<file path="src/arfp_pkg.sv">
// Shared types and constants for the ASCII response frame parser.
`default_nettype none
package arfp_pkg;

  // Input transaction modes
  typedef enum logic [1:0] {
    MODE_QUERY = 2'd0,
    MODE_BYTE  = 2'd1,
    MODE_TICK  = 2'd2,
    MODE_LINK  = 2'd3
  } mode_t;

  // Result status codes
  typedef enum logic [2:0] {
    ST_OK       = 3'd0,
    ST_MALFORM  = 3'd1,
    ST_COUNT    = 3'd2,
    ST_ID       = 3'd3,
    ST_CHECKSUM = 3'd4,
    ST_NODATA   = 3'd5,
    ST_DROP     = 3'd6
  } status_t;

  // Configuration register indexes (byte address = 4 * index)
  localparam logic [1:0] REG_UNIT_ID   = 2'd0;
  localparam logic [1:0] REG_VARIANT   = 2'd1;
  localparam logic [1:0] REG_EXP_COUNT = 2'd2;
  localparam int ADDR_W = 4;

  localparam logic [7:0] UNIT_ID_RST   = 8'd49;
  localparam logic [6:0] EXP_COUNT_RST = 7'd1;

  // Frame layout
  localparam logic [7:0] CR_CHAR        = 8'h0D;
  localparam logic [7:0] TOK_ID         = 8'd2;
  localparam logic [7:0] TOK_MIN        = 8'd3;
  localparam logic [7:0] TOK_VALUE_BASE = 8'd4;
  localparam logic [8:0] TOK_EXTRA      = 9'd5;
  localparam logic [7:0] TOK_MAX        = 8'd255;

  // Characters used by the decimal decoder
  localparam logic [7:0] CH_SPACE = 8'd32;
  localparam logic [7:0] CH_TAB   = 8'd9;
  localparam logic [7:0] CH_FF    = 8'd12;
  localparam logic [7:0] CH_PLUS  = 8'd43;
  localparam logic [7:0] CH_MINUS = 8'd45;
  localparam logic [7:0] CH_ZERO  = 8'd48;
  localparam logic [7:0] CH_NINE  = 8'd57;

  localparam int CNT_W      = 7;  // holds a value count up to 64
  localparam int CMDQ_DEPTH = 2;

  typedef struct packed {
    mode_t      mode;
    logic [7:0] rx_byte;
  } item_t;

  typedef struct packed {
    status_t            status;
    logic               has_value;
    logic [5:0]         value_index;
    logic signed [15:0] reading;
    logic               last;
  } result_t;

  // Command from front to back: one status result or a burst of readings
  typedef struct packed {
    status_t          status;
    logic             burst;
    logic [CNT_W-1:0] count;
  } cmd_t;

  typedef enum logic [1:0] {
    B_IDLE = 2'd0,
    B_READ = 2'd1,
    B_SEND = 2'd2
  } back_state_t;

endpackage
`default_nettype wire

</file>
<file path="src/arfp_ram.sv">
// Generic single-write, single-read RAM with registered read data.
`default_nettype none
module arfp_ram #(
  parameter int WIDTH = 16,
  parameter int DEPTH = 64,
  parameter int AW    = (DEPTH > 1) ? $clog2(DEPTH) : 1
) (
  input  wire logic             clk,
  input  wire logic             we,
  input  wire logic [AW-1:0]    waddr,
  input  wire logic [WIDTH-1:0] wdata,
  input  wire logic [AW-1:0]    raddr,
  output logic      [WIDTH-1:0] rdata
);

  logic [WIDTH-1:0] mem [DEPTH];
  logic [WIDTH-1:0] rdata_r;

  always_ff @(posedge clk) begin
    if (we) begin
      mem[waddr] <= wdata;
    end
    rdata_r <= mem[raddr];
  end

  assign rdata = rdata_r;

endmodule
`default_nettype wire

</file>
<file path="src/arfp_cmd_fifo.sv">
// Short command queue between the parsing front and the emitting back.
`default_nettype none
module arfp_cmd_fifo (
  input  wire logic           clk,
  input  wire logic           rst_n,
  input  wire logic           push,
  input  wire arfp_pkg::cmd_t push_cmd,
  input  wire logic           pop,
  output arfp_pkg::cmd_t      head,
  output logic                empty,
  output logic                full
);

  localparam int PW = (arfp_pkg::CMDQ_DEPTH > 1) ? $clog2(arfp_pkg::CMDQ_DEPTH) : 1;
  localparam int CW = $clog2(arfp_pkg::CMDQ_DEPTH + 1);

  arfp_pkg::cmd_t entry_r [arfp_pkg::CMDQ_DEPTH];
  logic [PW-1:0] wptr_r, wptr_nxt;
  logic [PW-1:0] rptr_r, rptr_nxt;
  logic [CW-1:0] cnt_r, cnt_nxt;

  // Pointer wrap helper
  function automatic logic [PW-1:0] ptr_inc(input logic [PW-1:0] p);
    logic [PW-1:0] r;
    if (p == PW'(arfp_pkg::CMDQ_DEPTH - 1)) begin
      r = '0;
    end else begin
      r = p + PW'(1);
    end
    return r;
  endfunction

  assign empty = (cnt_r == '0);
  assign full  = (cnt_r == CW'(arfp_pkg::CMDQ_DEPTH));
  assign head  = entry_r[rptr_r];

  // Pointer and occupancy update
  always_comb begin
    wptr_nxt = push ? ptr_inc(wptr_r) : wptr_r;
    rptr_nxt = pop ? ptr_inc(rptr_r) : rptr_r;
    cnt_nxt  = cnt_r + CW'(push) - CW'(pop);
  end

  always_ff @(posedge clk) begin
    if (!rst_n) begin
      wptr_r <= '0;
      rptr_r <= '0;
      cnt_r  <= '0;
    end else begin
      wptr_r <= wptr_nxt;
      rptr_r <= rptr_nxt;
      cnt_r  <= cnt_nxt;
    end
  end

  // Entry storage
  always_ff @(posedge clk) begin
    if (push) begin
      entry_r[wptr_r] <= push_cmd;
    end
  end

endmodule
`default_nettype wire

</file>
<file path="src/arfp_front.sv">
// Front end: takes input transactions, tracks frame state, judges replies.
`default_nettype none
module arfp_front #(
  parameter int MAX_VALUES    = 64,
  parameter int TIMEOUT_LIMIT = 5,
  parameter int IW            = (MAX_VALUES > 1) ? $clog2(MAX_VALUES) : 1
) (
  input  wire logic            clk,
  input  wire logic            rst_n,
  input  wire logic            in_valid,
  output logic                 in_ready,
  input  wire arfp_pkg::item_t in_data,
  input  wire logic [7:0]      unit_id,
  input  wire logic            plc_variant,
  input  wire logic [6:0]      expected_count,
  input  wire logic            q_full,
  output logic                 q_push,
  output arfp_pkg::cmd_t       q_cmd,
  input  wire logic            burst_done,
  output logic                 st_we,
  output logic [IW-1:0]        st_waddr,
  output logic [15:0]          st_wdata
);

  logic [7:0]  tok_cnt_r, tok_cnt_nxt;
  logic [31:0] sum_r, sum_nxt;
  logic [31:0] sbt_r, sbt_nxt;
  logic [31:0] acc_r, acc_nxt;
  logic        neg_r, neg_nxt;
  logic        done_r, done_nxt;
  logic        begun_r, begun_nxt;
  logic        in_tok_r, in_tok_nxt;
  logic        id_ok_r, id_ok_nxt;
  logic [1:0]  cr_run_r, cr_run_nxt;
  logic [2:0]  tmo_r, tmo_nxt;
  logic        burst_pend_r, burst_pend_nxt;

  logic        accept;
  logic [7:0]  b;
  logic        is_digit;
  logic [31:0] tok_value;
  logic [7:0]  val_idx;
  logic [3:0]  tmo_inc;
  logic [1:0]  cr_need;
  logic [1:0]  cr_run_new;
  // Judge status, decided from the frame state as it stands
  arfp_pkg::status_t status_sel;

  assign accept    = in_valid && in_ready;
  assign b         = in_data.rx_byte;
  assign is_digit  = (b >= arfp_pkg::CH_ZERO) && (b <= arfp_pkg::CH_NINE);
  assign tok_value = neg_r ? (32'd0 - acc_r) : acc_r;
  assign val_idx   = tok_cnt_r - arfp_pkg::TOK_VALUE_BASE;
  assign tmo_inc   = {1'b0, tmo_r} + 4'd1;
  assign cr_need   = plc_variant ? 2'd3 : 2'd2;
  assign cr_run_new = (cr_run_r == 2'd3) ? 2'd3 : (cr_run_r + 2'd1);

  // All input waits while the queue is full; bytes also wait while a reading burst needs the value store
  assign in_ready = !q_full &&
                    !(burst_pend_r && (in_data.mode == arfp_pkg::MODE_BYTE));

  // Reply checks in priority order
  always_comb begin
    priority if (tok_cnt_r < arfp_pkg::TOK_MIN) begin
      status_sel = arfp_pkg::ST_MALFORM;
    end else if ((expected_count > 7'(MAX_VALUES)) ||
                 ({1'b0, tok_cnt_r} != ({2'b0, expected_count} + arfp_pkg::TOK_EXTRA))) begin
      status_sel = arfp_pkg::ST_COUNT;
    end else if (!id_ok_r) begin
      status_sel = arfp_pkg::ST_ID;
    end else if (sbt_r != tok_value) begin
      status_sel = arfp_pkg::ST_CHECKSUM;
    end else begin
      status_sel = arfp_pkg::ST_OK;
    end
  end

  // Next-state logic for frame, timeout and burst tracking
  always_comb begin
    logic [31:0] acc_w;
    logic        neg_w;
    logic        done_w;
    logic        begun_w;

    tok_cnt_nxt    = tok_cnt_r;
    sum_nxt        = sum_r;
    sbt_nxt        = sbt_r;
    acc_nxt        = acc_r;
    neg_nxt        = neg_r;
    done_nxt       = done_r;
    begun_nxt      = begun_r;
    in_tok_nxt     = in_tok_r;
    id_ok_nxt      = id_ok_r;
    cr_run_nxt     = cr_run_r;
    tmo_nxt        = tmo_r;
    burst_pend_nxt = burst_pend_r && !burst_done;
    q_push         = 1'b0;
    q_cmd          = '{status: arfp_pkg::ST_OK, burst: 1'b0, count: '0};
    st_we          = 1'b0;
    st_waddr       = val_idx[IW-1:0];
    st_wdata       = tok_value[15:0];
    acc_w          = acc_r;
    neg_w          = neg_r;
    done_w         = done_r;
    begun_w        = begun_r;

    if (accept) begin
      unique case (in_data.mode)
        arfp_pkg::MODE_QUERY: begin
          tok_cnt_nxt = '0;
          sum_nxt     = '0;
          sbt_nxt     = '0;
          acc_nxt     = '0;
          neg_nxt     = 1'b0;
          done_nxt    = 1'b0;
          begun_nxt   = 1'b0;
          in_tok_nxt  = 1'b0;
          id_ok_nxt   = 1'b0;
          cr_run_nxt  = '0;
        end
        arfp_pkg::MODE_TICK: begin
          q_push = 1'b1;
          if (tmo_inc > 4'(TIMEOUT_LIMIT)) begin
            tmo_nxt      = '0;
            q_cmd.status = arfp_pkg::ST_DROP;
          end else begin
            tmo_nxt      = tmo_inc[2:0];
            q_cmd.status = arfp_pkg::ST_NODATA;
          end
        end
        arfp_pkg::MODE_LINK: begin
          q_push       = 1'b1;
          q_cmd.status = arfp_pkg::ST_NODATA;
        end
        arfp_pkg::MODE_BYTE: begin
          tmo_nxt = '0;
          sum_nxt = sum_r + {24'd0, b};
          if (b == arfp_pkg::CR_CHAR) begin
            // Token end: store a value token, count it
            if (in_tok_r) begin
              if ((tok_cnt_r >= arfp_pkg::TOK_VALUE_BASE) && (val_idx < 8'(MAX_VALUES))) begin
                st_we = 1'b1;
              end
              if (tok_cnt_r != arfp_pkg::TOK_MAX) begin
                tok_cnt_nxt = tok_cnt_r + 8'd1;
              end
              in_tok_nxt = 1'b0;
            end
            cr_run_nxt = cr_run_new;
            // Reply end: judge and start a new frame
            if (cr_run_new >= cr_need) begin
              q_push       = 1'b1;
              q_cmd.status = status_sel;
              if ((status_sel == arfp_pkg::ST_OK) && (expected_count != 7'd0)) begin
                q_cmd.burst    = 1'b1;
                q_cmd.count    = expected_count;
                burst_pend_nxt = 1'b1;
              end
              tok_cnt_nxt = '0;
              sum_nxt     = '0;
              sbt_nxt     = '0;
              acc_nxt     = '0;
              neg_nxt     = 1'b0;
              done_nxt    = 1'b0;
              begun_nxt   = 1'b0;
              in_tok_nxt  = 1'b0;
              id_ok_nxt   = 1'b0;
              cr_run_nxt  = '0;
            end
          end else begin
            cr_run_nxt = '0;
            // Token start
            if (!in_tok_r) begin
              in_tok_nxt = 1'b1;
              sbt_nxt    = sum_r;
              acc_w      = '0;
              neg_w      = 1'b0;
              done_w     = 1'b0;
              begun_w    = 1'b0;
              if (tok_cnt_r == arfp_pkg::TOK_ID) begin
                id_ok_nxt = (b == unit_id);
              end
            end
            // Decimal decoder step
            if (!done_w) begin
              if (!begun_w) begin
                if ((b == arfp_pkg::CH_SPACE) ||
                    ((b >= arfp_pkg::CH_TAB) && (b <= arfp_pkg::CH_FF))) begin
                  // leading white space skipped
                end else if ((b == arfp_pkg::CH_PLUS) || (b == arfp_pkg::CH_MINUS)) begin
                  begun_w = 1'b1;
                  neg_w   = (b == arfp_pkg::CH_MINUS);
                end else if (is_digit) begin
                  begun_w = 1'b1;
                  acc_w   = {24'd0, b - arfp_pkg::CH_ZERO};
                end else begin
                  done_w = 1'b1;
                end
              end else if (is_digit) begin
                acc_w = (acc_w << 3) + (acc_w << 1) + {24'd0, b - arfp_pkg::CH_ZERO};
              end else begin
                done_w = 1'b1;
              end
            end
            acc_nxt   = acc_w;
            neg_nxt   = neg_w;
            done_nxt  = done_w;
            begun_nxt = begun_w;
          end
        end
        default: begin
        end
      endcase
    end
  end

  always_ff @(posedge clk) begin
    if (!rst_n) begin
      tok_cnt_r    <= '0;
      sum_r        <= '0;
      sbt_r        <= '0;
      acc_r        <= '0;
      neg_r        <= 1'b0;
      done_r       <= 1'b0;
      begun_r      <= 1'b0;
      in_tok_r     <= 1'b0;
      id_ok_r      <= 1'b0;
      cr_run_r     <= '0;
      tmo_r        <= '0;
      burst_pend_r <= 1'b0;
    end else begin
      tok_cnt_r    <= tok_cnt_nxt;
      sum_r        <= sum_nxt;
      sbt_r        <= sbt_nxt;
      acc_r        <= acc_nxt;
      neg_r        <= neg_nxt;
      done_r       <= done_nxt;
      begun_r      <= begun_nxt;
      in_tok_r     <= in_tok_nxt;
      id_ok_r      <= id_ok_nxt;
      cr_run_r     <= cr_run_nxt;
      tmo_r        <= tmo_nxt;
      burst_pend_r <= burst_pend_nxt;
    end
  end

endmodule
`default_nettype wire

</file>
<file path="src/arfp_back.sv">
// Back end: turns queued commands into result transactions.
`default_nettype none
module arfp_back #(
  parameter int MAX_VALUES = 64,
  parameter int IW         = (MAX_VALUES > 1) ? $clog2(MAX_VALUES) : 1
) (
  input  wire logic           clk,
  input  wire logic           rst_n,
  input  wire logic           q_empty,
  input  wire arfp_pkg::cmd_t q_head,
  output logic                q_pop,
  output logic [IW-1:0]       st_raddr,
  input  wire logic [15:0]    st_rdata,
  output logic                burst_done,
  output logic                out_valid,
  input  wire logic           out_ready,
  output arfp_pkg::result_t   out_data
);

  arfp_pkg::back_state_t state_r, state_nxt;
  logic [arfp_pkg::CNT_W-1:0] idx_r, idx_nxt;
  logic [arfp_pkg::CNT_W-1:0] cnt_r, cnt_nxt;
  logic                       ov_r, ov_nxt;
  arfp_pkg::result_t          od_r, od_nxt;
  logic                       slot_free;
  logic                       is_last;

  assign slot_free = !ov_r || out_ready;
  assign is_last   = ((idx_r + arfp_pkg::CNT_W'(1)) == cnt_r);
  assign st_raddr  = idx_r[IW-1:0];
  assign out_valid = ov_r;
  assign out_data  = od_r;

  // Sequencer: single status results, or read-then-send per reading
  always_comb begin
    state_nxt  = state_r;
    idx_nxt    = idx_r;
    cnt_nxt    = cnt_r;
    ov_nxt     = ov_r && !out_ready;
    od_nxt     = od_r;
    q_pop      = 1'b0;
    burst_done = 1'b0;
    unique case (state_r)
      arfp_pkg::B_IDLE: begin
        if (!q_empty) begin
          if (q_head.burst) begin
            q_pop     = 1'b1;
            idx_nxt   = '0;
            cnt_nxt   = q_head.count;
            state_nxt = arfp_pkg::B_READ;
          end else if (slot_free) begin
            q_pop  = 1'b1;
            ov_nxt = 1'b1;
            od_nxt = '{status: q_head.status, has_value: 1'b0, value_index: '0,
                       reading: '0, last: 1'b1};
          end
        end
      end
      arfp_pkg::B_READ: begin
        state_nxt = arfp_pkg::B_SEND;
      end
      arfp_pkg::B_SEND: begin
        if (slot_free) begin
          ov_nxt = 1'b1;
          od_nxt = '{status: arfp_pkg::ST_OK, has_value: 1'b1, value_index: idx_r[5:0],
                     reading: st_rdata, last: is_last};
          if (is_last) begin
            burst_done = 1'b1;
            state_nxt  = arfp_pkg::B_IDLE;
          end else begin
            idx_nxt   = idx_r + arfp_pkg::CNT_W'(1);
            state_nxt = arfp_pkg::B_READ;
          end
        end
      end
      default: begin
        state_nxt = arfp_pkg::B_IDLE;
      end
    endcase
  end

  always_ff @(posedge clk) begin
    if (!rst_n) begin
      state_r <= arfp_pkg::B_IDLE;
      idx_r   <= '0;
      cnt_r   <= '0;
      ov_r    <= 1'b0;
    end else begin
      state_r <= state_nxt;
      idx_r   <= idx_nxt;
      cnt_r   <= cnt_nxt;
      ov_r    <= ov_nxt;
    end
  end

  // Output payload register
  always_ff @(posedge clk) begin
    od_r <= od_nxt;
  end

endmodule
`default_nettype wire

</file>
<file path="src/ascii_response_frame_parser_core.sv">
// A status result goes through the command queue and then the output register once its input is accepted.
// Burst readings follow a reply's last CR, each one read from the value store, then sent.
// Throughput: one input per cycle while the queue has room; bytes wait while readings are sent.
// A two-entry command queue sits between the parsing front and the result back end.
// Reset (rst_n low, synchronous): frame state, timeout count and queue cleared,
// registers to defaults; the value store is not cleared.
`default_nettype none
module ascii_response_frame_parser_core #(
  parameter int MAX_VALUES    = 64,
  parameter int TIMEOUT_LIMIT = 5
) (
  input  wire logic                          clk,
  input  wire logic                          rst_n,
  input  wire logic                          in_valid,
  output logic                               in_ready,
  input  wire arfp_pkg::item_t               in_data,
  output logic                               out_valid,
  input  wire logic                          out_ready,
  output arfp_pkg::result_t                  out_data,
  input  wire logic                          psel,
  input  wire logic                          penable,
  input  wire logic                          pwrite,
  input  wire logic [arfp_pkg::ADDR_W-1:0]   paddr,
  input  wire logic [31:0]                   pwdata,
  output logic [31:0]                        prdata,
  output logic                               pready
);

  localparam int IW = (MAX_VALUES > 1) ? $clog2(MAX_VALUES) : 1;

  logic [7:0] unit_id_r;
  logic       variant_r;
  logic [6:0] exp_cnt_r;
  logic       cfg_wr;

  logic           q_push, q_pop, q_empty, q_full;
  arfp_pkg::cmd_t q_cmd, q_head;
  logic           burst_done;
  logic           st_we;
  logic [IW-1:0]  st_waddr, st_raddr;
  logic [15:0]    st_wdata, st_rdata;

  // Configuration registers
  assign pready = 1'b1;
  assign cfg_wr = psel && penable && pwrite;

  always_ff @(posedge clk) begin
    if (!rst_n) begin
      unit_id_r <= arfp_pkg::UNIT_ID_RST;
      variant_r <= 1'b0;
      exp_cnt_r <= arfp_pkg::EXP_COUNT_RST;
    end else if (cfg_wr) begin
      if (paddr[3:2] == arfp_pkg::REG_UNIT_ID) begin
        unit_id_r <= pwdata[7:0];
      end
      if (paddr[3:2] == arfp_pkg::REG_VARIANT) begin
        variant_r <= pwdata[0];
      end
      if (paddr[3:2] == arfp_pkg::REG_EXP_COUNT) begin
        exp_cnt_r <= pwdata[6:0];
      end
    end
  end

  // Register read-back
  always_comb begin
    prdata = '0;
    if (paddr[3:2] == arfp_pkg::REG_UNIT_ID) begin
      prdata = {24'd0, unit_id_r};
    end else if (paddr[3:2] == arfp_pkg::REG_VARIANT) begin
      prdata = {31'd0, variant_r};
    end else if (paddr[3:2] == arfp_pkg::REG_EXP_COUNT) begin
      prdata = {25'd0, exp_cnt_r};
    end
  end

  arfp_front #(
    .MAX_VALUES    (MAX_VALUES),
    .TIMEOUT_LIMIT (TIMEOUT_LIMIT),
    .IW            (IW)
  ) u_front (
    .clk            (clk),
    .rst_n          (rst_n),
    .in_valid       (in_valid),
    .in_ready       (in_ready),
    .in_data        (in_data),
    .unit_id        (unit_id_r),
    .plc_variant    (variant_r),
    .expected_count (exp_cnt_r),
    .q_full         (q_full),
    .q_push         (q_push),
    .q_cmd          (q_cmd),
    .burst_done     (burst_done),
    .st_we          (st_we),
    .st_waddr       (st_waddr),
    .st_wdata       (st_wdata)
  );

  arfp_cmd_fifo u_cmdq (
    .clk      (clk),
    .rst_n    (rst_n),
    .push     (q_push),
    .push_cmd (q_cmd),
    .pop      (q_pop),
    .head     (q_head),
    .empty    (q_empty),
    .full     (q_full)
  );

  // Value store
  arfp_ram #(
    .WIDTH (16),
    .DEPTH (MAX_VALUES),
    .AW    (IW)
  ) u_store (
    .clk   (clk),
    .we    (st_we),
    .waddr (st_waddr),
    .wdata (st_wdata),
    .raddr (st_raddr),
    .rdata (st_rdata)
  );

  arfp_back #(
    .MAX_VALUES (MAX_VALUES),
    .IW         (IW)
  ) u_back (
    .clk        (clk),
    .rst_n      (rst_n),
    .q_empty    (q_empty),
    .q_head     (q_head),
    .q_pop      (q_pop),
    .st_raddr   (st_raddr),
    .st_rdata   (st_rdata),
    .burst_done (burst_done),
    .out_valid  (out_valid),
    .out_ready  (out_ready),
    .out_data   (out_data)
  );

endmodule
`default_nettype wire
</file>
<file path="config.mk">
export PLATFORM = sky130hd
export DESIGN_NAME = ascii_response_frame_parser_core
export DESIGN_NICKNAME = d
export VERILOG_FILES = /design/src/arfp_pkg.sv /design/src/arfp_ram.sv /design/src/arfp_cmd_fifo.sv /design/src/arfp_front.sv /design/src/arfp_back.sv /design/src/ascii_response_frame_parser_core.sv
export SDC_FILE = /design/constraint.sdc
export NUM_CORES = 2
export LEC_CHECK = 0
export BUFFER_PORTS_ARGS = -buffer_cell sky130_fd_sc_hd__buf_2
export CAP_MARGIN = 25
export CORE_ASPECT_RATIO = 0.5
export CORE_UTILIZATION = 55
export DETAILED_ROUTE_END_ITERATION = 8
export PLACE_DENSITY = 0.81
export SKIP_CTS_REPAIR_TIMING = 1
export SLEW_MARGIN = 20
export SYNTH_ARGS = -nofsm -noshare
export SYNTH_HDL_FRONTEND = slang
export SYNTH_SLANG_ARGS = --single-unit
export TNS_END_PERCENT = 5
</file>
<file path="constraint.sdc">
create_clock -name clk -period 11.9 [get_ports clk]
set_input_delay 1.19 -clock clk [delete_from_list [all_inputs] [get_ports clk]]
set_output_delay 1.19 -clock clk [all_outputs]
set_load 0.02 [all_outputs]
</file>
==> results by stage <==
Min path:
- In this run the most critical hold path is launched from u_back.idx_r[6]$_SDFFE_PN0P_.
- For hold timing, the worst endpoint is u_back.idx_r[6]$_SDFFE_PN0P_.
- The class of the tightest hold or removal check is reg2reg.
- The number of cells traversed by the worst hold path is 2.

Placement:
- At the end of routability-driven placement, the weighted congestion stood at about 0.88.
- The cell count after placement is between 4000 and 5000.
- The final HPWL from detailed placement is 77000 um.
- In this run the tool buffered the top-level ports with 63 buffer cells.
- The setup slack after placement is 6.56 ns.

CTS:
- The number of levels in the clock H-tree is 3.
- In this run the clock root is driven by a clkbuf_16.
- The clock latency reported for the late side of the worst-skew pair is 0.72 ns.
- The number of clock buffers inserted by TritonCTS is 105.
- The clock drives 1242 sinks.
- The clock passes through at most 3 buffers.
- The clock transition at the registers of the reported paths is 0.07 ns.
- TritonCTS built the clock tree.

Power and ir drop:
- The worst-case IR drop observed on VDD is 0.140 mV.
- In this run the static leakage power is between 0.02 and 0.025 uW.
- The power per cell area is 150 mW/mm^2.

Drt:
- After detailed routing, the number of vias per cell comes to slightly below 7.
- The number of DRC violations after detailed routing is 0.
- The final layout contains routed wiring with a total length of 143000 um.
- The final antenna-violating net count is 0.
- The overall via count from detail_route is 31500.
- In the final routed layout, each cell accounts on average for 31.3 um.
- For this block, the initial DRC count from the detailed router was around 5000.
- The pre-antenna-repair detailed-routing pass consisted of 5 iterations.

Yosys:
- Counting distinct cell types in the post-synthesis netlist gives 85.
- In the synthesized netlist the dominant register cell turns out to be edfxtp_1.
- The Yosys step of the flow raised 0 warnings.
- The flop and latch count out of synthesis is 1242.
- The cell count after synthesis is 3125.
- Averaged over all synthesized cells, the footprint is 16.9 um^2.
- The combined area of all synthesized cells is 0.0527 mm^2.
- The fraction of synthesis flops using an asynchronous set or reset pin is 0.
- Counting flops with a built-in enable in the synthesized netlist gives between 1000 and 1500.
- For this run, the register share of the synthesized area comes to 0.676.

Setup path:
- The number of cell instances on the worst register-to-register path is 14.
- Data on the critical path arrives at its endpoint at 5.46 ns.
- The slowest stage of the critical path is the nor2_1 cell.
- STA classifies the critical path startpoint as an input port.
- The worst register-to-register path begins at u_front.in_tok_r$_SDFFE_PN0P_.
- The top fanout value on the critical path is 9.
- The kind of capture point of the worst setup path is a flop.
- The critical path's top delay family is simple AND/OR/NAND/NOR gates.
- The number of buffers and inverters on the critical path is 4.
- The end of the worst register-to-register path is u_front.acc_r[31]$_SDFFE_PN0P_.
- The critical path class is in2reg.
- The largest stage delay on the critical path is 0.93 ns.
- The setup slack on the worst flop-to-flop path is roughly 6.9 ns.
- The required time of the critical path is 12.31 ns.
- Traced cell by cell, the critical path runs through buf_2 > inv_1 > ha_1 > nor3b_1 > nand2_1 > nor2_1 > nand4_1 > inv_1 > nand4_1 > nor2_1 > buf_4.

STA:
- The relative slew slack is 0.245.
- Hold is met by 0.488 ns.
- The hold violation count in the final report is 0.
- The final setup TNS is 0 ns.
- The final critical-path setup slack is 6.84 ns.
- The final-report setup violation count is 0.
- In the finished design, the share of the clock period the worst path needs comes to 0.425.
- Setup repair after global routing left no endpoint under its margin.
- Subtracting the final worst setup slack from the clock period gives 5.06 ns.
- Based on the critical path, the design can be clocked at up to 198 MHz.
- Clock skew on the completed layout was measured at 0.0573 ns.
- The max-slew violation total from the final report is 0.
- The measured slew at the worst slew-check pin is 1.13 ns.

Finish:
- The library cell used most frequently in the layout, excluding fill and tap cells, is edfxtp_1.
- The finished layout holds between 4000 and 5000 standard cells, fillers aside.
- The final core utilization is 0.623.
- The final layout contains 3382 nets.
- In the final layout, the share of cells above drive strength 1 is 0.218.
- The top cell types in the final layout, fill and taps aside, are 1073 x edfxtp_1, 336 x mux4_2, 231 x nor2_1.
- Compared with the post-synthesis result, the final layout area differs by 11.1%.

Die:
- The effective utilization at floorplan is 0.561.
- The floorplan die height is about 220 um.
- The die covers 0.0971 mm^2.
- Pin placement for this block handled about 120 I/O pins.
- The number of placement rows is 79.
- Measured along the x axis, the die boundary spans 440 um.
- In this run the standard cell core region covers roughly 0.094 mm^2.

GRT:
- The maximum number of pins on one net before global-route repair is 110.
- The final global-route overflow total is 0.
- The number of global-route vias before repair came to approximately 31000.
- Across every metal layer, demand over resource in global routing totals 0.297.
- The initial antenna violation count is 8.
- The first global-routing pass estimated about 210000 um of wire.

Job:
- The max-cap violation count is 0.

Status:
- The run finished with clean final reports.
==> routing by layer <==
metal / up-vias / routed length [um] / track usage / share of wire
met2: 2515 / 68600 / 0.469 / 0.48
met1: 16000 / 52300 / 0.407 / 0.36
met5: - / 58 / 0 / 0.00040
met3: 403 / 16100 / 0.0624 / 0.11
met4: 8 / 6440 / 0.118 / 0.045
li1: 12600 / - / - / -
==> state kept, by name (all words and copies together), names as in the netlist, 3 cells and up, named ones only <==
name / count
u_front.tok_cnt_r: 8
u_back.out_data: 27
u_front.sum_r: 32
u_back.cnt_r: 7
exp_cnt_r: 7
u_front.sbt_r: 32
u_store.rdata: 16
u_cmdq.entry_r: 22
unit_id_r: 8
u_back.idx_r: 7
u_store.mem: 1024
u_front.acc_r: 32
u_front.tmo_r: 3
==> where the power goes <==
part	internal, uW	total (uW)	switching, uW
Combinational	102	334	232
Clock	2020	3690	1670
Sequential	4710	4750	32.0
==> logic make-up (layout without fill, tap and decap cells) <==
family,after synthesis,after routing,share of synthesized area
and+or+nand+nor,678,678,0.0626
buffers and inverters,244,424,0.0197
muxes,366,366,0.149
AOI/OAI and AO/OA,370,370,0.0473
xor gates and xnor gates,131,131,0.0226
DFF,1242,1242,0.676
other,2,27,0.000142
adders and majority gates,92,92,0.0228
==> cells in the mapped netlist, types with 5 or more instances <==
| library cell | instances | area share |
|---|---|---|
| edfxtp_1 | 1073 | 0.61 |
| mux4_2 | 336 | 0.14 |
| nor2_1 | 234 | 0.017 |
| dfxtp_1 | 169 | 0.064 |
| nand2_1 | 138 | 0.0098 |
| clkbuf_1 | 117 | 0.0083 |
| a21oi_1 | 92 | 0.0087 |
| ha_1 | 85 | 0.020 |
| xnor2_1 | 79 | 0.013 |
| o21ai_0 | 62 | 0.0059 |
| nand3_1 | 59 | 0.0056 |
| inv_1 | 54 | 0.0038 |
| and2_1 | 52 | 0.0062 |
| xor2_1 | 49 | 0.0081 |
| nor3_1 | 44 | 0.0042 |
| a22oi_1 | 40 | 0.0057 |
| buf_1 | 38 | 0.0027 |
| mux2i_1 | 29 | 0.0055 |
| buf_4 | 28 | 0.0040 |
| a21o_1 | 27 | 0.0038 |
| a22o_1 | 24 | 0.0040 |
| or3_1 | 21 | 0.0025 |
| nand4_1 | 20 | 0.0024 |
| a211oi_1 | 16 | 0.0023 |
| nand2b_1 | 14 | 0.0017 |
| nor2b_1 | 13 | 0.0015 |
| nor4_1 | 13 | 0.0015 |
| and3_1 | 12 | 0.0014 |
| o21a_1 | 11 | 0.0016 |
| or4_1 | 11 | 0.0016 |
| a31oi_1 | 8 | 0.00095 |
| o21bai_1 | 8 | 0.0011 |
| fa_1 | 7 | 0.0027 |
| o31ai_1 | 7 | 0.0010 |
| a311oi_1 | 6 | 0.0010 |
| and2_2 | 6 | 0.00085 |
| and4_1 | 6 | 0.0010 |
| o211ai_1 | 6 | 0.00085 |
| o221ai_1 | 6 | 0.0010 |
| a2111oi_0 | 5 | 0.00083 |
| nor3b_1 | 5 | 0.00071 |
| nor4b_1 | 5 | 0.00083 |
| o2111ai_1 | 5 | 0.00083 |
| o41ai_1 | 5 | 0.00083 |
==> worst max path at each step <==
| stage | from | slack (ns) | endpoint | cells after the start |
|---|---|---|---|---|
| 5_1_grt | u_front.in_tok_r$_SDFFE_PN0P_ | 6.61 | u_front.acc_r[31]$_SDFFE_PN0P_ | 14 |
| 2_1_floorplan | u_front.acc_r[0]$_SDFFE_PN0P_ | 6.58 | u_cmdq.entry_r[0][2]$_DFFE_PP_ | 12 |
| 3_3_place_gp | in_data[4] | 6.65 | u_store.mem[7][8]$_DFFE_PP_ | 10 |
| 4_1_cts | u_front.acc_r[0]$_SDFFE_PN0P_ | 6.90 | u_front.acc_r[30]$_SDFFE_PN0P_ | 15 |
| 6_report | in_data[4] | 6.84 | u_store.mem[55][4]$_DFFE_PP_ | 11 |
| 3_5_place_dp | in_data[4] | 6.56 | u_store.mem[55][5]$_DFFE_PP_ | 11 |
==> tightest hold or removal path, cell delays in order, from the launching register on <==
cell	delay (ns)
dfxtp_1	0.33
nand2_1	0.06
a21oi_1	0.06
==> through the flow <==
| stage | total power [uW] | instance area, um^2 |
|---|---|---|
| 3_3_place_gp | 5140 | 54800 |
| 4_1_cts | 8780 | 58500 |
| 2_1_floorplan | 5060 | 52800 |
| 3_5_place_dp | 5160 | 54800 |
| 6_report | 8770 | 58500 |
| 5_1_grt | 8960 | 58500 |
==> layout make-up <==
type / count / area (um^2)
antenna: 2 / 5.00
clock buffer: 139 / 2940
timing repair buffer: 169 / 1170
multi-input combinational: 1662 / 16300
clock inverter: 59 / 703
inverter: 57 / 214
fill: 6006 / 35400
sequential: 1242 / 35600
tap: 1255 / 1570
Note: power is estimated with default switching activity, not from simulation.
